<file path="src/rte_pkg.sv">
// ----------------------------------------------------------------------------
// rte_pkg: shared types and constants for the rate table entry pipeline
// Field widths, register indexes, ATM and time-unit constants, and the widths
// derived from them for the bucket, cell-count and product datapaths.
// ----------------------------------------------------------------------------
`default_nettype none

package rte_pkg;

  // Field widths
  localparam int IDX_W      = 8;
  localparam int SHIFT_W    = 4;
  localparam int BKT_W      = 24;
  localparam int TICK_W     = 32;
  localparam int RATE_W     = 32;
  localparam int MIN_W      = 16;
  localparam int MTU_W      = 16;
  localparam int CSS_W      = 5;
  localparam int TPU_W      = 8;
  localparam int CFG_IDX_W  = 3;
  localparam int CFG_DATA_W = 32;

  // Register indexes
  typedef logic [CFG_IDX_W-1:0] cfg_idx_t;
  localparam cfg_idx_t REG_RATE      = 3'd0;
  localparam cfg_idx_t REG_MIN_UNIT  = 3'd1;
  localparam cfg_idx_t REG_LINK_TYPE = 3'd2;
  localparam cfg_idx_t REG_MTU       = 3'd3;
  localparam cfg_idx_t REG_SHIFT     = 3'd4;
  localparam cfg_idx_t REG_TPU       = 3'd5;

  // Reset values
  localparam logic [RATE_W-1:0] RATE_RESET  = 32'd125000;
  localparam logic [CSS_W-1:0]  SHIFT_RESET = 5'h1F;
  localparam logic [TPU_W-1:0]  TPU_RESET   = 8'd1;

  // Auto shift: zero MTU counts as 2047, shift until MTU fits in 8 bits
  localparam logic [MTU_W-1:0] MTU_DEFAULT  = 16'd2047;
  localparam int               MTU_FIT_BITS = 8;

  // Scheme constants
  localparam longint unsigned TIME_UNITS        = 64'd1000000;
  localparam longint unsigned ATM_PAYLOAD_BYTES = 64'd48;
  localparam longint unsigned ATM_CELL_BYTES    = 64'd53;

  // Ceiling divide by the payload size: floor((sz + PAY - 1) * M >> K)
  localparam int              ATM_N_W = BKT_W + 1;
  localparam int              ATM_L   = $clog2(ATM_PAYLOAD_BYTES);
  localparam int              ATM_K   = ATM_N_W + ATM_L;
  localparam int              ATM_M_W = ATM_N_W + 1;
  localparam int              ATM_P_W = ATM_N_W + ATM_M_W;
  localparam longint unsigned ATM_M   =
    ((64'd1 << ATM_K) + ATM_PAYLOAD_BYTES - 64'd1) / ATM_PAYLOAD_BYTES;

  // Size ranges
  localparam longint unsigned RAW_MAX   = (64'd1 << BKT_W) - 64'd1;
  localparam longint unsigned CELLS_MAX =
    (RAW_MAX + ATM_PAYLOAD_BYTES - 64'd1) / ATM_PAYLOAD_BYTES;
  localparam longint unsigned ATM_MAX   = CELLS_MAX * ATM_CELL_BYTES;
  localparam int CELLS_W = $clog2(CELLS_MAX + 64'd1);
  localparam int SIZE_W  = (ATM_MAX > RAW_MAX) ? $clog2(ATM_MAX + 64'd1) : BKT_W;

  // Product and divider widths
  localparam int TU_W      = $clog2(TIME_UNITS + 64'd1);
  localparam int PROD_W    = SIZE_W + TU_W;
  localparam int HI_W      = PROD_W - TICK_W;
  localparam int DIV_STEPS = TICK_W;
  localparam int MUL_W     = TICK_W + TPU_W;

  // Configuration as seen by the datapath
  typedef struct packed {
    logic [RATE_W-1:0] rate;
    logic [MIN_W-1:0]  min_unit;
    logic              link_atm;
    logic [MTU_W-1:0]  mtu;
    logic [CSS_W-1:0]  shift_set;
    logic [TPU_W-1:0]  tpu;
  } rte_cfg_t;

  // Per-beat sideband carried alongside the divide
  typedef struct packed {
    logic [IDX_W-1:0]   idx;
    logic [SHIFT_W-1:0] shift;
    logic [BKT_W-1:0]   bucket;
  } rte_side_t;

  // Finished result
  typedef struct packed {
    logic [IDX_W-1:0]   idx;
    logic [TICK_W-1:0]  ticks;
    logic [BKT_W-1:0]   bucket;
    logic [SHIFT_W-1:0] shift;
    logic               sat;
    logic               rz;
  } rte_res_t;

endpackage

`default_nettype wire

</file>
<file path="src/rte_tail.sv">
// ----------------------------------------------------------------------------
// rte_tail: tick scaling, saturation and output buffering
// Multiplies the quotient by ticks per microsecond, applies the saturation
// and zero-rate rules, and holds results in an output register plus skid.
// ----------------------------------------------------------------------------
`default_nettype none

module rte_tail import rte_pkg::*; (
  input  logic               clk,
  input  logic               rst,
  input  logic               in_valid,
  input  logic [TICK_W-1:0]  quot,
  input  logic               sat_pre,
  input  rte_side_t          side,
  input  rte_cfg_t           cfg,
  output logic               en,
  output logic               out_valid,
  input  logic               out_stall,
  output logic [IDX_W-1:0]   index_out,
  output logic [TICK_W-1:0]  xmit_ticks,
  output logic [BKT_W-1:0]   bucket_bytes,
  output logic [SHIFT_W-1:0] shift_used,
  output logic               saturated,
  output logic               rate_zero
);

  logic             t_vld;
  logic [MUL_W-1:0] t_mul;
  logic             t_sat;
  rte_side_t        t_side;

  logic     out_vld, skid_vld;
  rte_res_t out_res, skid_res, fin;
  logic     arr, free;

  // Pipeline advances unless the skid holds a beat
  assign en   = !skid_vld;
  assign arr  = en && t_vld;
  assign free = !out_vld || !out_stall;

  // Final result from the scaled quotient
  always_comb begin
    fin.idx    = t_side.idx;
    fin.bucket = t_side.bucket;
    fin.shift  = t_side.shift;
    fin.rz     = (cfg.rate == '0);
    fin.sat    = 1'b0;
    fin.ticks  = t_mul[TICK_W-1:0];
    if (fin.rz) begin
      fin.ticks = '1;
    end else if (cfg.tpu == '0) begin
      fin.ticks = '0;
    end else if (t_sat || (t_mul[MUL_W-1:TICK_W] != '0)) begin
      fin.ticks = '1;
      fin.sat   = 1'b1;
    end
  end

  // Control
  always_ff @(posedge clk) begin
    if (rst) begin
      t_vld    <= 1'b0;
      out_vld  <= 1'b0;
      skid_vld <= 1'b0;
    end else begin
      if (en) t_vld <= in_valid;
      if (free) begin
        if (skid_vld) begin
          out_vld  <= 1'b1;
          skid_vld <= 1'b0;
        end else begin
          out_vld <= arr;
        end
      end else if (arr) begin
        skid_vld <= 1'b1;
      end
    end
  end

  // Datapath
  always_ff @(posedge clk) begin
    if (en) begin
      t_mul  <= MUL_W'(quot) * MUL_W'(cfg.tpu);
      t_sat  <= sat_pre;
      t_side <= side;
    end
    if (free) begin
      out_res <= skid_vld ? skid_res : fin;
    end else if (arr) begin
      skid_res <= fin;
    end
  end

  assign out_valid    = out_vld;
  assign index_out    = out_res.idx;
  assign xmit_ticks   = out_res.ticks;
  assign bucket_bytes = out_res.bucket;
  assign shift_used   = out_res.shift;
  assign saturated    = out_res.sat;
  assign rate_zero    = out_res.rz;

endmodule

`default_nettype wire

</file>
<file path="config.mk">
export PLATFORM = sky130hd
export DESIGN_NAME = rte_tail
export DESIGN_NICKNAME = d
export VERILOG_FILES = /design/src/rte_pkg.sv /design/src/rte_tail.sv
export SDC_FILE = /design/constraint.sdc
export NUM_CORES = 1
export LEC_CHECK = 0
export BUFFER_PORTS_ARGS = -buffer_cell sky130_fd_sc_hd__buf_2
export CAP_MARGIN = 20
export CORE_ASPECT_RATIO = 0.5
export CORE_MARGIN = 2
export CORE_UTILIZATION = 40
export CTS_BUF_LIST = sky130_fd_sc_hd__clkbuf_4 sky130_fd_sc_hd__clkbuf_8
export CTS_CLUSTER_SIZE = 40
export DETAILED_ROUTE_END_ITERATION = 12
export PLACE_DENSITY = 0.57
export RECOVER_POWER = 25
export SETUP_SLACK_MARGIN = 0.02
export SLEW_MARGIN = 20
export SYNTH_ARGS = -nofsm -noshare
export SYNTH_HDL_FRONTEND = slang
export SYNTH_SLANG_ARGS = --single-unit
</file>
<file path="constraint.sdc">
create_clock -name clk -period 14.5 [get_ports clk]
set_clock_uncertainty 0.05 [all_clocks]
set_input_delay 2.175 -clock clk [delete_from_list [all_inputs] [get_ports clk]]
set_output_delay 2.175 -clock clk [all_outputs]
set_load 0.02 [all_outputs]
</file>
==> results.py, run 1 <==
metrics = {
    "grt": {
        "grt_pass1_wl_um": 59300,
        "antenna_found_initial": 1,
        "grt_pass1_vias": 11100,
        "grt_max_degree": 74,
        "grt_usage": 0.175,
        "gr-total-overflow": 0,
    },
    "floorplanning": {
        "die_area_sq_um": 41500,
        "die_h_um": 145,
        "coreArea_sq_um": 39100,
        "start_util": 0.408,
        "num_io_pins": 223,
        "die_x_um": 286,
        "rows": 51,
    },
    "routing": {
        "first_iter_violations": 460,
        "totalWireLength_um": 35300,
        "wire_per_inst_um": 17.4,
        "antenna_left": 0,
        "firstDrtPassIters": 7,
        "drcViolationCount": 0,
        "drt-vias-per-instance": 5.02,
        "vias": 10200,
    },
    "cts": {
        "postCtsSetupBuffers": 0,
        "cts_inserted_buffers": 37,
        "cts.sinks": 220,
        "cts_hold_buffers": 0,
        "cts_resized": 0,
        "root_buffer": "clkbuf_8",
        "clkTransAtPathRegs_ns": 0.06,
        "max-clock-path-buffers": 3,
        "clk_latency_ns": 0.49,
        "htreeDepth": 2,
        "cts_tree": "done",
    },
    "worst_setup_path": {
        "path_delay_family": "adder cells",
        "timing.rr.start": "skid_vld",
        "r2r-end": "xmit_ticks[13]",
        "slowest_delay_ns": 0.66,
        "cp_max_fo": 33,
        "r2r_cells": 3,
        "criticalPathCategory": "input pin to register",
        "required_ns": 14.68,
        "reg2reg_setup_slack_ns": 10.77,
        "crit_buf_inv": 3,
        "crit_path_start_kind": "input pin",
        "crit_top_cell": "fa_1",
        "end_kind": "register",
        "crit_arrival_ns": 7.29,
        "critPathSlowestCell": "a221oi_1",
        "path_cells": "buf_2 > and2_1 > fa_1 > fa_1 > fa_1 > inv_1 > fa_1 > inv_1 > ha_1 > a21oi_1 > o211ai_1 > a21boi_0 > nand3_1 > a221oi_1 > o21ai_0 > xor2_1",
    },
    "pwr": {
        "clkPwrFrac": 0.174,
        "combPwrFrac": 0.540,
        "power.density_nw_per_um2": 167,
        "vdd.ir_drop.worst_v": 0.0000896,
        "p_sw_mw": 1.28,
        "cellInternalPower_mw": 1.75,
        "power.leakage_nw": 7.46,
        "p_seq_frac": 0.286,
        "switching_share": 0.422,
    },
    "synth": {
        "synth-seq-cells": 220,
        "synth_seq_area_share": 0.413,
        "async_reset_ff_frac": 0,
        "synthFlopType": "edfxtp_1",
        "syn_inst": 1306,
        "synth_area_sq_um": 15900,
        "synth.distinct_cells": 54,
        "yosysWarnings": 0,
        "synth_edf_count": 217,
        "syn_area_per_cell_sq_um": 12.2,
        "syn_nets": 1697,
    },
    "sta": {
        "finalHoldViolations": 0,
        "fin_crit_sh": 0.490,
        "rsz0062_at_grt": "no",
        "finalSetupViolCount": 0,
        "min_period_ns": 7.11,
        "tns_ns": 0,
        "fin_ws_ns": 7.39,
        "slew-limit-headroom": -0.713,
        "max_clock_freq_ghz": 0.141,
        "worst_pin_slew_ns": 2.57,
        "slew_viol_final": 91,
    },
    "finish": {
        "drive_above_1_share": 0.219,
        "design.final.nets": 1870,
        "syn_to_final_growth_pct": 13.4,
    },
    "min_path": {
        "hp-class": "register to register",
        "min_to": "skid_res[11]",
        "whs_path_depth": 0,
        "hp-start": "fin[11]",
    },
    "placed_design": {
        "post-place-ws_ns": 7.02,
        "place_congestion": 0.844,
        "dp_hpwl_um": 25700,
        "numPortBuffers": 184,
    },
    "run": {
        "drv_cap": 2,
    },
    "run_status": {
        "violations": "max-capacitance violations, max-slew violations",
        "outcome": "finished, violations left",
    },
}
==> sequential cells by signal, summed over array words and instances, names as in the netlist <==
register / count
skid_res: 70
t_mul: 40
fin: 36
xmit_ticks: 32
bucket_bytes: 24
index_out: 8
shift_used: 4
out_valid: 1
rate_zero: 1
saturated: 1
skid_vld: 1
t_sat: 1
t_vld: 1
==> placed cells by master (no fill, tap or decap), types with 38 or more instances in the layout <==
cell / instances
a21o_1: 47
and2_1: 203
buf_2: 184
clkbuf_8: 38
edfxtp_1: 217
fa_1: 180
ha_1: 60
inv_1: 162
mux2_2: 68
nand2_1: 85
==> layer usage <==
metal,global-route usage,vias up,routed length [um]
met2,0.294,235,17000
li1,-,4719,-
met1,0.241,5188,16200
met5,0,-,0
met3,0.0222,55,1460
met4,0.0461,0,714
==> kinds of logic (layout without fill, tap and decap cells) <==
kind of cell,after synthesis,in the layout,synth area share
buffers and inverters,220,414,0.0528
other,0,1,0
multiplexers,69,69,0.0487
flip-flops,220,220,0.413
XOR/XNOR,35,35,0.0192
AND/OR/NAND/NOR,370,370,0.127
adder cells (fa/ha/maj),240,240,0.273
AO/OA/AOI/OAI,152,152,0.0661
==> power by group through the flow <==
stage / Sequential (mW) / Clock, mW / Combinational (mW)
floorplan: 0.886 / 0 / 1.15
global placement: 0.877 / 0 / 1.60
detailed placement: 0.879 / 0 / 1.61
CTS: 0.867 / 0.546 / 1.62
global route: 0.874 / 0.573 / 1.84
finish: 0.866 / 0.526 / 1.63
==> metrics by stage <==
step / instances / utilization / hold WS, ns / power [mW] / area (sq um)
final: 2031 / 0.463 / 0.390 / 3.02 / 18100
after floorplan: 1306 / - / 0.372 / 2.04 / 15900
after global routing: 2031 / 0.463 / 0.404 / 3.28 / 18100
after global placement: 1969 / 0.444 / 0.379 / 2.47 / 17300
after CTS: 2029 / 0.462 / 0.392 / 3.03 / 18000
after detailed placement: 1969 / 0.444 / 0.381 / 2.49 / 17300
==> final cells by class <==
cell class	instances	area, sq um
Fill cell	3621	21000
Multi-Input combinational cell	866	8530
Sequential cell	220	6580
Timing Repair Buffer	191	990
Tap cell	530	663
Clock buffer	55	651
Inverter	163	613
Clock inverter	5	46.3
Antenna cell	1	2.50
==> worst max path at each step <==
stage	from	end	slack, ns	cells past startpoint
2_1_floorplan	out_stall	skid_res[0]	4.81	2
3_3_place_gp	cfg[2]	t_mul[38]	7.03	17
3_5_place_dp	cfg[2]	t_mul[38]	7.02	17
4_1_cts	cfg[2]	t_mul[38]	7.54	16
5_1_grt	cfg[3]	t_mul[36]	7.17	16
6_report	cfg[4]	t_mul[38]	7.39	16
==> cell usage after synthesis, types with 2 or more instances <==
cell type	n	area (sq um)
nand2_1	86	323
and3_1	3	18.8
o21ai_0	20	100
buf_6	2	22.5
a211oi_1	7	52.6
mux2_2	68	766
nand4_1	10	62.6
o21a_1	2	15.0
nor3_1	7	35.0
a21o_1	47	353
fa_1	180	3600
clkbuf_1	52	195
ha_1	60	751
a31oi_1	6	37.5
inv_1	162	608
o41ai_2	2	32.5
a21oi_1	35	175
edfxtp_1	217	6520
o31ai_1	4	30.0
nor3b_1	3	22.5
nand3_1	13	65.1
o21bai_1	3	22.5
nor2b_1	2	12.5
o211ai_1	8	60.1
and2_1	203	1270
xnor2_1	17	149
buf_1	3	11.3
nor2_1	27	101
xor2_1	18	158
dfxtp_1	3	60.1
nor4_1	12	75.1
a21boi_0	2	15.0
Power figures use the tool's default switching activity.
==> inputs of run 2 (changes only) <==
--- a/config.mk
+++ b/config.mk
@@ -5,6 +5,7 @@
 export SDC_FILE = /design/constraint.sdc
 export NUM_CORES = 1
 export LEC_CHECK = 0
+export ABC_AREA = 1
 export BUFFER_PORTS_ARGS = -buffer_cell sky130_fd_sc_hd__buf_2
 export CAP_MARGIN = 20
 export CORE_ASPECT_RATIO = 0.5
@@ -13,7 +14,7 @@
 export CTS_BUF_LIST = sky130_fd_sc_hd__clkbuf_4 sky130_fd_sc_hd__clkbuf_8
 export CTS_CLUSTER_SIZE = 40
 export DETAILED_ROUTE_END_ITERATION = 12
-export PLACE_DENSITY = 0.57
+export PLACE_DENSITY = 0.59
 export RECOVER_POWER = 25
 export SETUP_SLACK_MARGIN = 0.02
 export SLEW_MARGIN = 20
==> constraint.sdc (replaced) <==
create_clock -name clk -period 6.15 [get_ports clk]
set_clock_uncertainty 0.05 [all_clocks]
set_input_delay 0.9225 -clock clk [delete_from_list [all_inputs] [get_ports clk]]
set_output_delay 0.9225 -clock clk [all_outputs]
set_load 0.02 [all_outputs]
==> run 2 against run 1 <==
Effect of this change:
- the flow still finishes with violations (max-capacitance violations, max-slew violations)
- synthesized cell count is 51% higher
- clock power is 140% higher
- synthesized area is 8.0% higher
- design area is 6.4% higher
- die area is 7.8% higher
- core utilization is 0.69 points lower
- power is 140% higher
==> results.py, run 2 <==
metrics = {
    "run_status": {
        "outcome": "finished, violations left",
        "violations": "max-capacitance violations, max-slew violations",
    },
    "pwr": {
        "power.leakage_nw": 10.3,
        "vdd.ir_drop.worst_v": 0.000170,
        "power.density_nw_per_um2": 377,
    },
    "cts": {
        "root_buffer": "clkbuf_8",
        "cts_tree": "done",
        "cts.sinks": 220,
        "cts_inserted_buffers": 38,
        "htreeDepth": 2,
        "clk_latency_ns": 0.53,
        "max-clock-path-buffers": 3,
        "cts_resized": 0,
        "postCtsSetupBuffers": 0,
        "cts_hold_buffers": 0,
        "clkTransAtPathRegs_ns": 0.06,
    },
    "sta": {
        "fin_ws_ns": 0.812,
        "rsz0062_at_grt": "no",
        "slew-limit-headroom": -0.182,
        "finalSetupViolCount": 0,
        "min_period_ns": 5.34,
        "max_clock_freq_ghz": 0.187,
        "fin_crit_sh": 0.868,
        "tns_ns": 0,
        "slew_viol_final": 34,
        "finalHoldViolations": 0,
        "worst_pin_slew_ns": 1.77,
    },
    "finish": {
        "syn_to_final_growth_pct": 11.8,
        "design.final.nets": 2504,
        "drive_above_1_share": 0.133,
        "fin_area_sq_um": 19200,
        "diodes": 0,
        "largest_reg_flops": 70,
        "final_common_cell": "nand2_1",
        "top_register": "skid_res",
        "mostFrequentLayoutCells": "720 x nand2_1, 463 x inv_1, 217 x edfxtp_1",
        "n_fill_cell": 4180,
        "fin_cells": 2716,
    },
    "synth": {
        "synth.top_cell.area_share": 0.379,
        "synthFlopType": "edfxtp_1",
        "yosysMostFrequentCell": "nand2_1",
        "syn_nets": 2361,
        "syn_inst": 1970,
        "synth_area_leaders": "edfxtp_1 38%, fa_1 21%, nand2_1 16%, inv_1 10%, ha_1 4.4%",
        "yosysWarnings": 0,
        "synth_common_cells": "721 x nand2_1, 463 x inv_1, 217 x edfxtp_1, 180 x fa_1, 72 x nor2_1",
        "yosysTopAreaCell": "edfxtp_1",
        "synth_area_sq_um": 17200,
        "synth.distinct_cells": 33,
        "synth_seq_area_share": 0.382,
        "synth-seq-cells": 220,
        "syn_area_per_cell_sq_um": 8.73,
        "async_reset_ff_frac": 0,
        "synth_edf_count": 217,
    },
    "floorplanning": {
        "die_area_sq_um": 44800,
        "rows": 53,
        "die_h_um": 151,
        "start_util": 0.408,
        "coreArea_sq_um": 42200,
        "die_x_um": 297,
        "num_io_pins": 223,
    },
    "run": {
        "drv_cap": 1,
    },
    "grt": {
        "grt_max_degree": 78,
        "antenna_found_initial": 0,
        "gr-total-overflow": 0,
        "busiest_layer": "met2",
        "grt_use_met3": 0.0157,
        "grt_pass1_wl_um": 63300,
        "met2_usage": 0.293,
        "grt_usage": 0.175,
        "grt_pass1_vias": 12300,
        "use_met1": 0.249,
    },
    "worst_setup_path": {
        "crit_buf_inv": 5,
        "path_cells": "clkbuf_1 > nand2_1 > fa_1 > inv_1 > fa_1 > inv_1 > fa_1 > inv_1 > ha_1 > nand2_1 > inv_1 > nand2_1 > nor2_1 > nand4_1 > nand3_1 > nand2_1 > nand3_1 > nand2_1",
        "criticalPathCategory": "input pin to register",
        "crit_top_cell": "nand2_1",
        "required_ns": 6.39,
        "cp_max_fo": 33,
        "critPathSlowestCell": "clkbuf_1",
        "crit_path_start_kind": "input pin",
        "path_delay_family": "adder cells",
        "slowest_delay_ns": 1.25,
        "end_kind": "register",
        "crit_arrival_ns": 5.57,
    },
    "routing": {
        "firstDrtPassIters": 5,
        "first_iter_violations": 763,
        "vias": 12200,
        "totalWireLength_um": 38400,
        "antenna_left": 0,
        "wire_per_inst_um": 14.1,
        "drcViolationCount": 0,
        "drt-vias-per-instance": 4.47,
    },
    "placed_design": {
        "post-place-ws_ns": 0.566,
        "place_congestion": 0.837,
        "numPortBuffers": 184,
        "dpl.cell_count": 2650,
        "place_area_sq_um": 18500,
        "dp_hpwl_um": 28400,
    },
    "min_path": {
        "hp-class": "register to register",
    },
}
run 2: cell types whose count changed after synthesis, moves of 8 or more:
cell,before,now
nand3_2,0,30
nand3_1,13,31
xnor2_1,17,5
nor4_1,12,1
o211ai_1,8,0
nor3_1,7,15
inv_1,162,463
mux2_2,68,0
nor2_1,27,72
and2_1,203,2
a21o_1,47,0
clkbuf_2,0,23
nand4_1,10,1
nand2_1,86,721
run 2: cell type report:
type | instances | area (sq um) | area share
multi-input combinational | 1198 | 8470 | 0.441
sequential | 220 | 6580 | 0.342
inverter | 464 | 1750 | 0.0909
timing repair buffer | 191 | 977 | 0.0508
tap | 577 | 722 | 0.0376
clock buffer | 51 | 621 | 0.0323
clock inverter | 15 | 106 | 0.00553
run 2: power breakdown:
part	total (mW)	internal, mW	switching (mW)	leakage [nW]
clock network	1.27	0.703	0.568	0.388
registers	2.04	1.99	0.0504	2.02
logic	3.93	1.36	2.57	7.85
run 2: logic make-up after synthesis:
family / after synthesis / synth area share
adders and majority gates: 240 / 0.253
AOI/OAI and AO/OA: 59 / 0.0182
and+or+nand+nor: 879 / 0.210
xor gates and xnor gates: 20 / 0.0102
buffers and inverters: 552 / 0.126
DFF: 220 / 0.382
run 2: path summary, 6_finish.rpt:
path / startpoint / to / slack [ns] / cells after the start
max: cfg[0] / t_mul[38] / 0.81 / 18
min: fin[16] / skid_res[16] / 0.39 / 0
max reg2reg: skid_vld / skid_res[27] / 3.62 / 3
min reg2reg: fin[16] / skid_res[16] / 0.39 / 0
run 2: layer usage:
metal / up-vias / share of wire / wire length (um)
met3: 47 / 0.036 / 1380
met4: 0 / 0.017 / 641
li1: 6118 / - / -
met1: 5753 / 0.48 / 18500
met5: - / 0 / 0
met2: 235 / 0.47 / 17900
run 2: metrics by stage:
stage | util | hold WS (ns) | power [mW]
after floorplan | - | 0.377 | 4.92
after global placement | 0.438 | 0.381 | 5.93
after detailed placement | 0.439 | 0.384 | 5.97
after CTS | 0.456 | 0.393 | 7.28
after global routing | 0.456 | 0.403 | 7.95
final | 0.456 | 0.393 | 7.24
