**config.mk**
```make
export PLATFORM = sky130hd
export DESIGN_NAME = rte_front
export DESIGN_NICKNAME = d
export VERILOG_FILES = /design/src/rte_pkg.sv /design/src/rte_front.sv
export SDC_FILE = /design/constraint.sdc
export NUM_CORES = 1
export LEC_CHECK = 0
export BUFFER_PORTS_ARGS = -buffer_cell sky130_fd_sc_hd__buf_2
export CAP_MARGIN = 20
export CORE_MARGIN = 3
export CORE_UTILIZATION = 37
export CTS_BUF_LIST = sky130_fd_sc_hd__clkbuf_8
export CTS_CLUSTER_SIZE = 40
export DETAILED_ROUTE_END_ITERATION = 10
export PLACE_DENSITY = 0.65
export SLEW_MARGIN = 20
export SYNTH_ARGS = -nofsm -noshare
export SYNTH_HDL_FRONTEND = slang
export SYNTH_SLANG_ARGS = --single-unit
```
**constraint.sdc**
```tcl
create_clock -name clk -period 20.1 [get_ports clk]
set_clock_uncertainty 0.05 [all_clocks]
set_input_delay 3.015 -clock clk [delete_from_list [all_inputs] [get_ports clk]]
set_output_delay 3.015 -clock clk [all_outputs]
set_load 0.05 [all_outputs]
```
**src/rte_pkg.sv**
```systemverilog
// ----------------------------------------------------------------------------
// rte_pkg: shared types and constants for the rate table entry pipeline
// Field widths, register indexes, ATM and time-unit constants, and the widths
// derived from them for the bucket, cell-count and product datapaths.
// ----------------------------------------------------------------------------
`default_nettype none

package rte_pkg;

  // Field widths
  localparam int IDX_W      = 8;
  localparam int SHIFT_W    = 4;
  localparam int BKT_W      = 24;
  localparam int TICK_W     = 32;
  localparam int RATE_W     = 32;
  localparam int MIN_W      = 16;
  localparam int MTU_W      = 16;
  localparam int CSS_W      = 5;
  localparam int TPU_W      = 8;
  localparam int CFG_IDX_W  = 3;
  localparam int CFG_DATA_W = 32;

  // Register indexes
  typedef logic [CFG_IDX_W-1:0] cfg_idx_t;
  localparam cfg_idx_t REG_RATE      = 3'd0;
  localparam cfg_idx_t REG_MIN_UNIT  = 3'd1;
  localparam cfg_idx_t REG_LINK_TYPE = 3'd2;
  localparam cfg_idx_t REG_MTU       = 3'd3;
  localparam cfg_idx_t REG_SHIFT     = 3'd4;
  localparam cfg_idx_t REG_TPU       = 3'd5;

  // Reset values
  localparam logic [RATE_W-1:0] RATE_RESET  = 32'd125000;
  localparam logic [CSS_W-1:0]  SHIFT_RESET = 5'h1F;
  localparam logic [TPU_W-1:0]  TPU_RESET   = 8'd1;

  // Auto shift: zero MTU counts as 2047, shift until MTU fits in 8 bits
  localparam logic [MTU_W-1:0] MTU_DEFAULT  = 16'd2047;
  localparam int               MTU_FIT_BITS = 8;

  // Scheme constants
  localparam longint unsigned TIME_UNITS        = 64'd1000000;
  localparam longint unsigned ATM_PAYLOAD_BYTES = 64'd48;
  localparam longint unsigned ATM_CELL_BYTES    = 64'd53;

  // Ceiling divide by the payload size: floor((sz + PAY - 1) * M >> K)
  localparam int              ATM_N_W = BKT_W + 1;
  localparam int              ATM_L   = $clog2(ATM_PAYLOAD_BYTES);
  localparam int              ATM_K   = ATM_N_W + ATM_L;
  localparam int              ATM_M_W = ATM_N_W + 1;
  localparam int              ATM_P_W = ATM_N_W + ATM_M_W;
  localparam longint unsigned ATM_M   =
    ((64'd1 << ATM_K) + ATM_PAYLOAD_BYTES - 64'd1) / ATM_PAYLOAD_BYTES;

  // Size ranges
  localparam longint unsigned RAW_MAX   = (64'd1 << BKT_W) - 64'd1;
  localparam longint unsigned CELLS_MAX =
    (RAW_MAX + ATM_PAYLOAD_BYTES - 64'd1) / ATM_PAYLOAD_BYTES;
  localparam longint unsigned ATM_MAX   = CELLS_MAX * ATM_CELL_BYTES;
  localparam int CELLS_W = $clog2(CELLS_MAX + 64'd1);
  localparam int SIZE_W  = (ATM_MAX > RAW_MAX) ? $clog2(ATM_MAX + 64'd1) : BKT_W;

  // Product and divider widths
  localparam int TU_W      = $clog2(TIME_UNITS + 64'd1);
  localparam int PROD_W    = SIZE_W + TU_W;
  localparam int HI_W      = PROD_W - TICK_W;
  localparam int DIV_STEPS = TICK_W;
  localparam int MUL_W     = TICK_W + TPU_W;

  // Configuration as seen by the datapath
  typedef struct packed {
    logic [RATE_W-1:0] rate;
    logic [MIN_W-1:0]  min_unit;
    logic              link_atm;
    logic [MTU_W-1:0]  mtu;
    logic [CSS_W-1:0]  shift_set;
    logic [TPU_W-1:0]  tpu;
  } rte_cfg_t;

  // Per-beat sideband carried alongside the divide
  typedef struct packed {
    logic [IDX_W-1:0]   idx;
    logic [SHIFT_W-1:0] shift;
    logic [BKT_W-1:0]   bucket;
  } rte_side_t;

  // Finished result
  typedef struct packed {
    logic [IDX_W-1:0]   idx;
    logic [TICK_W-1:0]  ticks;
    logic [BKT_W-1:0]   bucket;
    logic [SHIFT_W-1:0] shift;
    logic               sat;
    logic               rz;
  } rte_res_t;

endpackage

`default_nettype wire

```
**src/rte_front.sv**
```systemverilog
// ----------------------------------------------------------------------------
// rte_front: bucket size and byte-time product
// Five stages: shift select and bucket shift, minimum raise, ATM cell count,
// ATM cell bytes, multiply by the time unit.
// ----------------------------------------------------------------------------
`default_nettype none

module rte_front import rte_pkg::*; (
  input  logic             clk,
  input  logic             rst,
  input  logic             en,
  input  logic             in_valid,
  input  logic [IDX_W-1:0] entry_index,
  input  rte_cfg_t         cfg,
  output logic             prod_valid,
  output logic [PROD_W-1:0] prod,
  output rte_side_t        side
);

  // Stage 1 logic: pick the shift, shift index+1
  logic [MTU_W-1:0]   mtu_eff;
  logic [SHIFT_W-1:0] auto_shift;
  logic [SHIFT_W-1:0] shift_sel;
  logic [IDX_W:0]     idx_p1;
  logic [BKT_W-1:0]   raw0;

  always_comb begin
    mtu_eff    = (cfg.mtu == '0) ? MTU_DEFAULT : cfg.mtu;
    auto_shift = '0;
    // highest set bit above the 8-bit window sets the shift
    for (int b = MTU_FIT_BITS; b < MTU_W; b++) begin
      if (mtu_eff[b]) auto_shift = SHIFT_W'(b - MTU_FIT_BITS + 1);
    end
    shift_sel = cfg.shift_set[CSS_W-1] ? auto_shift : cfg.shift_set[SHIFT_W-1:0];
    idx_p1    = {1'b0, entry_index} + (IDX_W+1)'(1);
    raw0      = BKT_W'(idx_p1) << shift_sel;
  end

  logic               s1_vld, s2_vld, s3_vld, s4_vld, s5_vld;
  logic [IDX_W-1:0]   s1_idx, s2_idx, s3_idx;
  logic [SHIFT_W-1:0] s1_shift, s2_shift, s3_shift;
  logic [BKT_W-1:0]   s1_raw, s2_sz, s3_sz;
  logic [ATM_N_W-1:0] s2_n;
  logic [CELLS_W-1:0] s3_cells;
  logic [SIZE_W-1:0]  s4_size;
  rte_side_t          s4_side, s5_side;
  logic [PROD_W-1:0]  s5_prod;

  // Stage 2 logic: raise to minimum, bias for ceiling divide
  logic [BKT_W-1:0]   sz_min;
  logic [ATM_N_W-1:0] n_ceil;

  always_comb begin
    sz_min = (s1_raw < BKT_W'(cfg.min_unit)) ? BKT_W'(cfg.min_unit) : s1_raw;
    n_ceil = ATM_N_W'(sz_min) + ATM_N_W'(ATM_PAYLOAD_BYTES - 64'd1);
  end

  // Stage 3 logic: reciprocal multiply gives the cell count
  logic [ATM_P_W-1:0] recip_prod;
  logic [CELLS_W-1:0] cells;

  assign recip_prod = ATM_P_W'(s2_n) * ATM_P_W'(ATM_M);
  assign cells      = recip_prod[ATM_K +: CELLS_W];

  // Stage 4 logic: cell bytes on ATM, clamp the reported bucket
  logic [SIZE_W-1:0] size_sel;
  logic [BKT_W-1:0]  bucket_sat;

  always_comb begin
    size_sel   = cfg.link_atm ? SIZE_W'(s3_cells) * SIZE_W'(ATM_CELL_BYTES)
                              : SIZE_W'(s3_sz);
    bucket_sat = (size_sel > SIZE_W'(RAW_MAX)) ? '1 : BKT_W'(size_sel);
  end

  // Valid bits
  always_ff @(posedge clk) begin
    if (rst) begin
      s1_vld <= 1'b0;
      s2_vld <= 1'b0;
      s3_vld <= 1'b0;
      s4_vld <= 1'b0;
      s5_vld <= 1'b0;
    end else if (en) begin
      s1_vld <= in_valid;
      s2_vld <= s1_vld;
      s3_vld <= s2_vld;
      s4_vld <= s3_vld;
      s5_vld <= s4_vld;
    end
  end

  // Datapath registers
  always_ff @(posedge clk) begin
    if (en) begin
      s1_idx   <= entry_index;
      s1_shift <= shift_sel;
      s1_raw   <= raw0;

      s2_idx   <= s1_idx;
      s2_shift <= s1_shift;
      s2_sz    <= sz_min;
      s2_n     <= n_ceil;

      s3_idx   <= s2_idx;
      s3_shift <= s2_shift;
      s3_sz    <= s2_sz;
      s3_cells <= cells;

      s4_size        <= size_sel;
      s4_side.idx    <= s3_idx;
      s4_side.shift  <= s3_shift;
      s4_side.bucket <= bucket_sat;

      s5_prod <= PROD_W'(s4_size) * PROD_W'(TIME_UNITS);
      s5_side <= s4_side;
    end
  end

  assign prod_valid = s5_vld;
  assign prod       = s5_prod;
  assign side       = s5_side;

endmodule

`default_nettype wire

```
==> results of run 1 <==
## cell usage after synthesis (21+ instances only)
master and number:
sky130_fd_sc_hd__nor2_1 92, sky130_fd_sc_hd__xor2_1 26, sky130_fd_sc_hd__edfxtp_1 288, sky130_fd_sc_hd__mux2_2 36, sky130_fd_sc_hd__a21oi_1 70, sky130_fd_sc_hd__ha_1 413, sky130_fd_sc_hd__a21o_1 34, sky130_fd_sc_hd__fa_1 297
sky130_fd_sc_hd__nand3_1 26, sky130_fd_sc_hd__nand4_1 21, sky130_fd_sc_hd__o21ai_0 36, sky130_fd_sc_hd__inv_1 548, sky130_fd_sc_hd__nand2_1 58, sky130_fd_sc_hd__nand2b_1 30, sky130_fd_sc_hd__xnor2_1 71, sky130_fd_sc_hd__mux2i_1 33
## per-stage QoR
stage          hold slack, ns  utilization [%]
2_1_floorplan          0.3503                -
3_3_place_gp           0.3511            39.94
3_5_place_dp           0.3545            39.94
4_1_cts                0.3573            41.10
5_1_grt                0.3638            41.11
6_report               0.3549            41.11
## worst paths after layout
check	to	slack, ns	cells after the start
min reg2reg	s3_sz[8]	0.35	0
max reg2reg	s3_cells[13]	12.47	23
min	s3_sz[8]	0.35	0
max	s3_cells[13]	12.47	23
## cell families (layout without fill, tap and decap cells)
kind of cell,count (synthesis),after routing,share of synthesized area [%]
XOR/XNOR,97,97,3.158
adder cells (fa/ha/maj),710,710,41.31
flip-flops,293,293,32.52
other,1,6,0.01394
AND/OR/NAND/NOR,305,305,5.604
AO/OA/AOI/OAI,255,255,6.372
buffers and inverters,580,764,8.241
multiplexers,70,70,2.786
## per-layer routing
layer / vias up / wire length, µm / global-route usage [%] / share of wire [%]
met4: 0 / 774 / 2.779 / 1.5
met5: - / 0 / 0 / 0
li1: 7982 / - / - / -
met2: 341 / 24890 / 23.80 / 47
met1: 8217 / 24110 / 19.67 / 46
met3: 69 / 2779 / 2.556 / 5.3
## cell type report
type                    instances  area (µm²)  area share (%)
clock buffers                  46       633.1           2.147
flip-flops and latches        293        8748           29.67
repair buffers                131       680.7           2.308
inverters                     549        2061           6.989
clock inverters                38       201.4          0.6832
multi-input cells            1443       15970           54.17
well taps                     950        1189           4.031
## registers in the layout, indices dropped and copies added, names as in the netlist, 8 cells and up
register	count
prod	39
s4_side	36
side	36
s2_n	25
s4_size	25
s1_raw	24
s2_sz	24
s3_sz	24
s3_cells	19
s1_idx	8
s2_idx	8
s3_idx	8
## critical path: stages, from the launching register on
cell and delay (ns):
sky130_fd_sc_hd__edfxtp_1 0.46, sky130_fd_sc_hd__ha_1 0.34, sky130_fd_sc_hd__inv_1 0.08, sky130_fd_sc_hd__fa_1 0.54
sky130_fd_sc_hd__inv_1 0.12, sky130_fd_sc_hd__fa_1 0.52, sky130_fd_sc_hd__inv_1 0.12, sky130_fd_sc_hd__fa_1 0.60
sky130_fd_sc_hd__inv_1 0.07, sky130_fd_sc_hd__fa_1 0.51, sky130_fd_sc_hd__fa_1 0.55, sky130_fd_sc_hd__inv_1 0.05
sky130_fd_sc_hd__fa_1 0.53, sky130_fd_sc_hd__inv_1 0.04, sky130_fd_sc_hd__ha_1 0.28, sky130_fd_sc_hd__nand3_1 0.10
sky130_fd_sc_hd__nor3_1 0.21, sky130_fd_sc_hd__o21ai_0 0.14, sky130_fd_sc_hd__o21ai_0 0.65, sky130_fd_sc_hd__nand3_1 0.24
sky130_fd_sc_hd__a31oi_2 0.36, sky130_fd_sc_hd__a21oi_1 0.18, sky130_fd_sc_hd__or4b_1 0.54, sky130_fd_sc_hd__o311ai_1 0.13
==> results.json, run 1 <==
{
  "io_buffer_count": 125,
  "design_area_um2": 29490,
  "worstSkewPairLatency_ns": 0.59,
  "detail_route.first_pass.iterations": 5,
  "gr-usage-all-layers_pct": 14.30,
  "synth_async_sr_flop_share_pct": 0,
  "vias_per_cell": 4.814,
  "max_fclk_mhz": 131.0,
  "pre_cts_setup_slack_ns": 12.41,
  "die_area_um2": 75980,
  "timing_worst_slew_pin_value_ns": 1.024,
  "crit_path_start": "s2_n[10]",
  "critPathLaunchType": "flip-flop",
  "count_of_flip_flops_with_a_built_in_enable_after_synthesis": 288,
  "cts.hold.buffers_added": 0,
  "hold_start": "s2_sz[8]",
  "final.setup.tns_ns": 0,
  "post_layout_nonfiller_instances": 3450,
  "route.vias.total": 16609,
  "detail_route.wl_per_cell_um": 15.23,
  "yosys.area.top_type": "sky130_fd_sc_hd__edfxtp_1",
  "number_of_levels_in_the_clock_h_tree": 2,
  "postCtsResizedCells": 0,
  "headroom_to_the_max_slew_limit_pct": 31.72,
  "synth_seq_area_share_pct": 32.52,
  "layout.filler_cells": 6790,
  "initial_utilization_pct": 37.51,
  "yosys_warnings": 0,
  "grt-ovfl-total": 0,
  "synth.lib_cells_used.distinct": 74,
  "grt_first_pass_wirelength_um": 88220,
  "cts_made_buffers": 46,
  "pin_count_of_the_biggest_net_entering_global_routing": 86,
  "max_cap_violations": 0,
  "synth_area_per_cell_um2": 11.64,
  "layout_common_cells": "sky130_fd_sc_hd__inv_1, sky130_fd_sc_hd__ha_1, sky130_fd_sc_hd__fa_1",
  "postLayoutSetupSlackWorst_ns": 12.47,
  "mappedNetlistArea_um2": 26900,
  "area_growth_pct": 9.599,
  "cts_setup_buffers": 0,
  "path_clk_slew_ns": 0.07,
  "io-pin-count": 172,
  "gpl.final_weighted_congestion": 0.8861,
  "drt_first_iter_violations": 739,
  "hold_path_class": "flip-flop to flip-flop",
  "dp.cells": 3366,
  "grt_pass1_vias": 17686,
  "antenna_found_initial": 1,
  "core_um2": 71730,
  "synth_area_leaders": "sky130_fd_sc_hd__edfxtp_1, sky130_fd_sc_hd__fa_1, sky130_fd_sc_hd__ha_1",
  "post_route_cells_drive_above_1_share_pct": 9.800,
  "worst-endpoint-arrival_ns": 7.97,
  "antenna_cells_inserted": 0,
  "rows": 98,
  "clock_sinks": 293,
  "dp.final_hpwl_um": 43820,
  "detailed_place.area_um2": 28650,
  "setup_viol": 0,
  "critPathMaxFanout": 7,
  "cts_buffer_depth": 3,
  "tritoncts": "built",
  "timing_worst_setup_path_type": "flip-flop to flip-flop",
  "unrepaired_setup_endpoints_after_global_routing": "false",
  "timing.final.hold_violations": 0,
  "reg2reg_from": "s2_n[10]",
  "drcViolationCount": 0,
  "floorplan.die.width_um": 275.7,
  "post_synthesis_cells": 2311,
  "outcome": "completed",
  "min_period_over_period_pct": 37.98,
  "drt_antenna_net_count": 0,
  "finalMaxSlewViolations": 0,
  "routed_wl_um": 52560,
  "cts.root.buffer_cell": "sky130_fd_sc_hd__clkbuf_8",
  "post_layout_min_period_ns": 7.634,
  "synth.ff_latch_count": 293,
  "layout_net_count": 3264,
  "final_common_cell": "sky130_fd_sc_hd__inv_1",
  "cp.required_ns": 20.43,
  "worstSetupEndpointType": "flip-flop",
  "die_y_um": 275.7,
  "synthDominantCellAreaShare_pct": 32.15,
  "ys_dominant_reg_cell": "sky130_fd_sc_hd__edfxtp_1"
}
Power of run 1 is left out: the tool's default activity adds up to more than one toggle a clock period on the data nets, which glitch-free logic cannot reach.
==> run 2, diff against run 1 <==
==> constraint.sdc (replaced) <==
create_clock -name clk -period 7.7 [get_ports clk]
set_clock_uncertainty 0.05 [all_clocks]
set_input_delay 1.155 -clock clk [delete_from_list [all_inputs] [get_ports clk]]
set_output_delay 1.155 -clock clk [all_outputs]
set_load 0.05 [all_outputs]
==> results.json, run 2 (synthesis gave the netlist of run 1 again) <==
{
  "drt_antenna_net_count": 0,
  "timing_worst_setup_path_type": "flip-flop to flip-flop",
  "worst-endpoint-arrival_ns": 7.72,
  "finalMaxSlewViolations": 0,
  "die_y_um": 275.7,
  "hold_path_class": "flip-flop to flip-flop",
  "antenna_found_initial": 3,
  "floorplan.die.width_um": 275.7,
  "post_route_cells_drive_above_1_share_pct": 9.960,
  "layout_net_count": 3267,
  "unrepaired_setup_endpoints_after_global_routing": "true",
  "pin_count_of_the_biggest_net_entering_global_routing": 121,
  "post_layout_min_period_ns": 7.357,
  "outcome": "completed",
  "io_buffer_count": 125,
  "final_common_cell": "sky130_fd_sc_hd__inv_1",
  "grt_first_pass_wirelength_um": 89120,
  "area_growth_pct": 9.883,
  "grt_pass1_vias": 17829,
  "setup_viol": 0,
  "clock_sinks": 293,
  "cp_slowest_cell": "sky130_fd_sc_hd__fa_1",
  "min_period_over_period_pct": 95.54,
  "io-pin-count": 172,
  "post_layout_nonfiller_instances": 3451,
  "critPathLaunchType": "flip-flop",
  "layout_common_cells": "sky130_fd_sc_hd__inv_1, sky130_fd_sc_hd__ha_1, sky130_fd_sc_hd__fa_1",
  "timing.critical_path.cells": "ha_1, inv_1, fa_1, fa_1, inv_1, fa_1, inv_1, fa_1, inv_1, fa_1, inv_1, fa_1, inv_1, ha_1, a21o_1, a21oi_1, nor2_1, or4b_1, a22oi_1, a31oi_2, a21oi_1, nor2_1, o311ai_1",
  "detailed_place.area_um2": 28660,
  "dp.final_hpwl_um": 44030,
  "drt_first_iter_violations": 819,
  "detail_route.wl_per_cell_um": 15.37,
  "initial_utilization_pct": 37.51,
  "timing_worst_slew_pin_value_ns": 1.030,
  "largest_register_ffs": 39,
  "rows": 98,
  "pre_cts_setup_slack_ns": 0.3193,
  "worstSetupEndpointType": "flip-flop",
  "headroom_to_the_max_slew_limit_pct": 31.32,
  "max_cap_violations": 0,
  "tritoncts": "built",
  "cp_slowest_stage_delay_ns": 0.67,
  "path_clk_slew_ns": 0.06,
  "timing.final.hold_violations": 0,
  "number_of_levels_in_the_clock_h_tree": 2,
  "cp.required_ns": 8.06,
  "worstSkewPairLatency_ns": 0.61,
  "max_fclk_mhz": 135.9,
  "die_area_um2": 75980,
  "drcViolationCount": 0,
  "design_area_um2": 29560,
  "dp.cells": 3368,
  "critPathMaxFanout": 7,
  "vias_per_cell": 4.785,
  "route.vias.total": 16513,
  "grt-ovfl-total": 0,
  "gpl.final_weighted_congestion": 0.8819,
  "cts_buffer_depth": 3,
  "cts.root.buffer_cell": "sky130_fd_sc_hd__clkbuf_8",
  "gr-usage-all-layers_pct": 14.51,
  "postLayoutSetupSlackWorst_ns": 0.3433,
  "detail_route.first_pass.iterations": 5,
  "routed_wl_um": 53040,
  "core_um2": 71730,
  "cts_made_buffers": 47
}
-- run 2: worst max-delay path, delay by kind of cell, from the launching register on --
| kind | cells | cell delay, ns |
|---|---|---|
| AND/OR/NAND/NOR | 3 | 0.65 |
| adder cells (fa/ha/maj) | 8 | 3.98 |
| AO/OA/AOI/OAI | 6 | 1.44 |
| buffers and inverters | 6 | 0.60 |
| flip-flops | 1 | 0.43 |
-- run 2: what timing repair did --
action                                  CTS  global route
hold buffers                              0             0
endpoints found under the setup margin    0             2
setup buffers                             0             0
gates resized for setup                   0             0
-- run 2: final cells by class --
type	instances	area, µm²
clock inverters	35	242.7
well taps	950	1189
diodes	1	2.502
repair buffers	133	699.4
multi-input cells	1443	15970
inverters	549	2061
clock buffers	47	646.9
flip-flops and latches	293	8748
fillers	6773	42170
-- run 2: path summary, 6_finish.rpt --
check	slack, ns	depth (start not counted)	endpoint	startpoint
setup / recovery	0.34	23	s3_cells[13]	s2_n[19]
hold / removal	0.35	0	side[30]	s4_side[30]
setup reg to reg	0.34	23	s3_cells[13]	s2_n[19]
hold reg to reg	0.35	0	side[30]	s4_side[30]
-- run 2: metal layers --
layer  GRT usage, %  part of all wire (%)  vias to the layer above  wire length (µm)
met4          2.877                   1.7                        0               905
met3          2.060                   4.1                       76              2185
met1          19.75                    46                     8160             24420
li1               -                     -                     7993                 -
met2          24.75                    48                      284             25530
met5              0                     0                        -                 0
-- run 2: through the flow --
| step | setup TNS (ns) | hold slack [ns] | util, % |
|---|---|---|---|
| global route | -0.03565 | 0.3678 | 41.21 |
| CTS | 0 | 0.3578 | 41.20 |
| finish | 0 | 0.3545 | 41.21 |
| global placement | 0 | 0.3508 | 39.96 |
| detailed placement | 0 | 0.3545 | 39.96 |
| floorplan | 0 | 0.3503 | - |
Power of run 2 is left out for the same reason.
==> run 3, diff against run 2 <==
--- a/config.mk
+++ b/config.mk
@@ -12,7 +12,7 @@
 export CTS_BUF_LIST = sky130_fd_sc_hd__clkbuf_8
 export CTS_CLUSTER_SIZE = 40
 export DETAILED_ROUTE_END_ITERATION = 10
-export PLACE_DENSITY = 0.65
+export PLACE_DENSITY = 0.57
 export SLEW_MARGIN = 20
 export SYNTH_ARGS = -nofsm -noshare
 export SYNTH_HDL_FRONTEND = slang
==> results.json, run 3 (synthesis gave the netlist of run 1 again) <==
{
  "gr-usage-all-layers_pct": 14.38,
  "antenna_found_initial": 3,
  "pin_count_of_the_biggest_net_entering_global_routing": 175,
  "layout_net_count": 3266,
  "post_layout_min_period_ns": 7.281,
  "max_fclk_mhz": 137.4,
  "post_route_cells_drive_above_1_share_pct": 10.19,
  "hold_path_class": "flip-flop to flip-flop",
  "cts.hold.buffers_added": 0,
  "worstSkewPairLatency_ns": 0.61,
  "final.setup.tns_ns": 0,
  "outcome": "completed",
  "finalMaxSlewViolations": 0,
  "floorplan.die.width_um": 275.7,
  "timing_worst_setup_path_type": "flip-flop to flip-flop",
  "grt_pass1_vias": 17554,
  "max_cap_violations": 0,
  "worstSetupEndpointType": "flip-flop",
  "tritoncts": "built",
  "largest_register_ffs": 39,
  "critPathMaxFanout": 3,
  "drt_antenna_net_count": 0,
  "detail_route.wl_per_cell_um": 15.35,
  "cts_made_buffers": 47,
  "die_y_um": 275.7,
  "io_buffer_count": 125,
  "drcViolationCount": 0,
  "io-pin-count": 172,
  "worst-endpoint-arrival_ns": 7.58,
  "rows": 98,
  "fin_hold_ws_ns": 0.3606,
  "final_common_cell": "sky130_fd_sc_hd__inv_1",
  "cts_setup_buffers": 0,
  "headroom_to_the_max_slew_limit_pct": 36.36,
  "dp.final_hpwl_um": 43580,
  "postLayoutSetupSlackWorst_ns": 0.4193,
  "cp_slowest_cell": "sky130_fd_sc_hd__fa_1",
  "number_of_levels_in_the_clock_h_tree": 2,
  "core_um2": 71730,
  "utilization_pct": 41.21,
  "gpl.final_weighted_congestion": 0.9106,
  "routed_wl_um": 53020,
  "grt-ovfl-total": 0,
  "pre_cts_setup_slack_ns": 0.1980,
  "die_area_um2": 75980,
  "timing.critical_path.cells": "ha_1, inv_1, fa_1, inv_1, fa_1, inv_1, fa_1, inv_1, fa_1, fa_1, inv_1, fa_1, inv_1, ha_1, a221oi_1, o21ai_0, a221oi_1, o21ai_1, buf_4, a2111oi_0, o21bai_1, a21o_1, a21oi_1, xnor2_1",
  "timing.final.hold_violations": 0,
  "path_clk_slew_ns": 0.06,
  "initial_utilization_pct": 37.51,
  "vias_per_cell": 4.751,
  "cts_buffer_depth": 3,
  "area_growth_pct": 9.869,
  "drt_first_iter_violations": 708,
  "cp_slowest_stage_delay_ns": 0.56,
  "cts.root.buffer_cell": "sky130_fd_sc_hd__clkbuf_8",
  "setup_viol": 0,
  "route.vias.total": 16404,
  "grt_first_pass_wirelength_um": 88330,
  "detail_route.first_pass.iterations": 5,
  "timing_worst_slew_pin_value_ns": 0.9360,
  "clock_sinks": 293,
  "min_period_over_period_pct": 94.55,
  "layout_common_cells": "sky130_fd_sc_hd__inv_1, sky130_fd_sc_hd__ha_1, sky130_fd_sc_hd__fa_1",
  "cp.required_ns": 8.00,
  "unrepaired_setup_endpoints_after_global_routing": "false",
  "critPathLaunchType": "flip-flop"
}
[run 3: cell types whose count changed in the layout (fill, tap and decap cells not counted), moves of 2 or more]
cell	change
sky130_fd_sc_hd__a21oi_1	-2
sky130_fd_sc_hd__a21oi_2	+2
sky130_fd_sc_hd__bufinv_16	-2
sky130_fd_sc_hd__clkinv_1	+3
sky130_fd_sc_hd__clkinv_2	+5
sky130_fd_sc_hd__clkinvlp_4	-3
sky130_fd_sc_hd__inv_1	-2
[run 3: layout make-up]
type	count	area, µm²
repair buffers	132	700.7
clock inverters	38	209.0
multi-input cells	1443	16000
inverters	549	2061
fillers	6900	42170
well taps	950	1189
diodes	1	2.502
clock buffers	47	646.9
flip-flops and latches	293	8748
[run 3: per-layer routing]
layer | share of wire, % | track usage, %
met3 | 4.5 | 2.677
met5 | 0.017 | 0
met1 | 47 | 19.73
met2 | 47 | 24.06
met4 | 1.4 | 2.474
[run 3: final timing paths]
kind | from | endpoint | slack [ns] | cells after the start
min | s3_idx[3] | s4_side[31] | 0.36 | 0
max reg2reg | s2_n[10] | s3_cells[0] | 0.42 | 24
min reg2reg | s3_idx[3] | s4_side[31] | 0.36 | 0
max | s2_n[10] | s3_cells[0] | 0.42 | 24
[run 3: worst max-delay path, delay by kind of cell, from the launching register on]
family | cells | cell delay, ns
adder cells (fa/ha/maj) | 8 | 3.85
AO/OA/AOI/OAI | 8 | 1.91
XOR/XNOR | 1 | 0.11
buffers and inverters | 7 | 0.65
flip-flops | 1 | 0.45
[run 3: what timing repair did]
action	4_1_cts	5_1_grt
endpoints found under the hold margin	0	0
endpoints found under the setup margin	0	8
gates resized for setup	0	7
[run 3: metrics by stage]
stage | cell area, µm² | std cells
after floorplan | 26920 | 2316
final | 29560 | 3453
after global placement | 28670 | 3367
after global routing | 29560 | 3452
after detailed placement | 28670 | 3367
after CTS | 29520 | 3452
Power of run 3 is left out for the same reason.
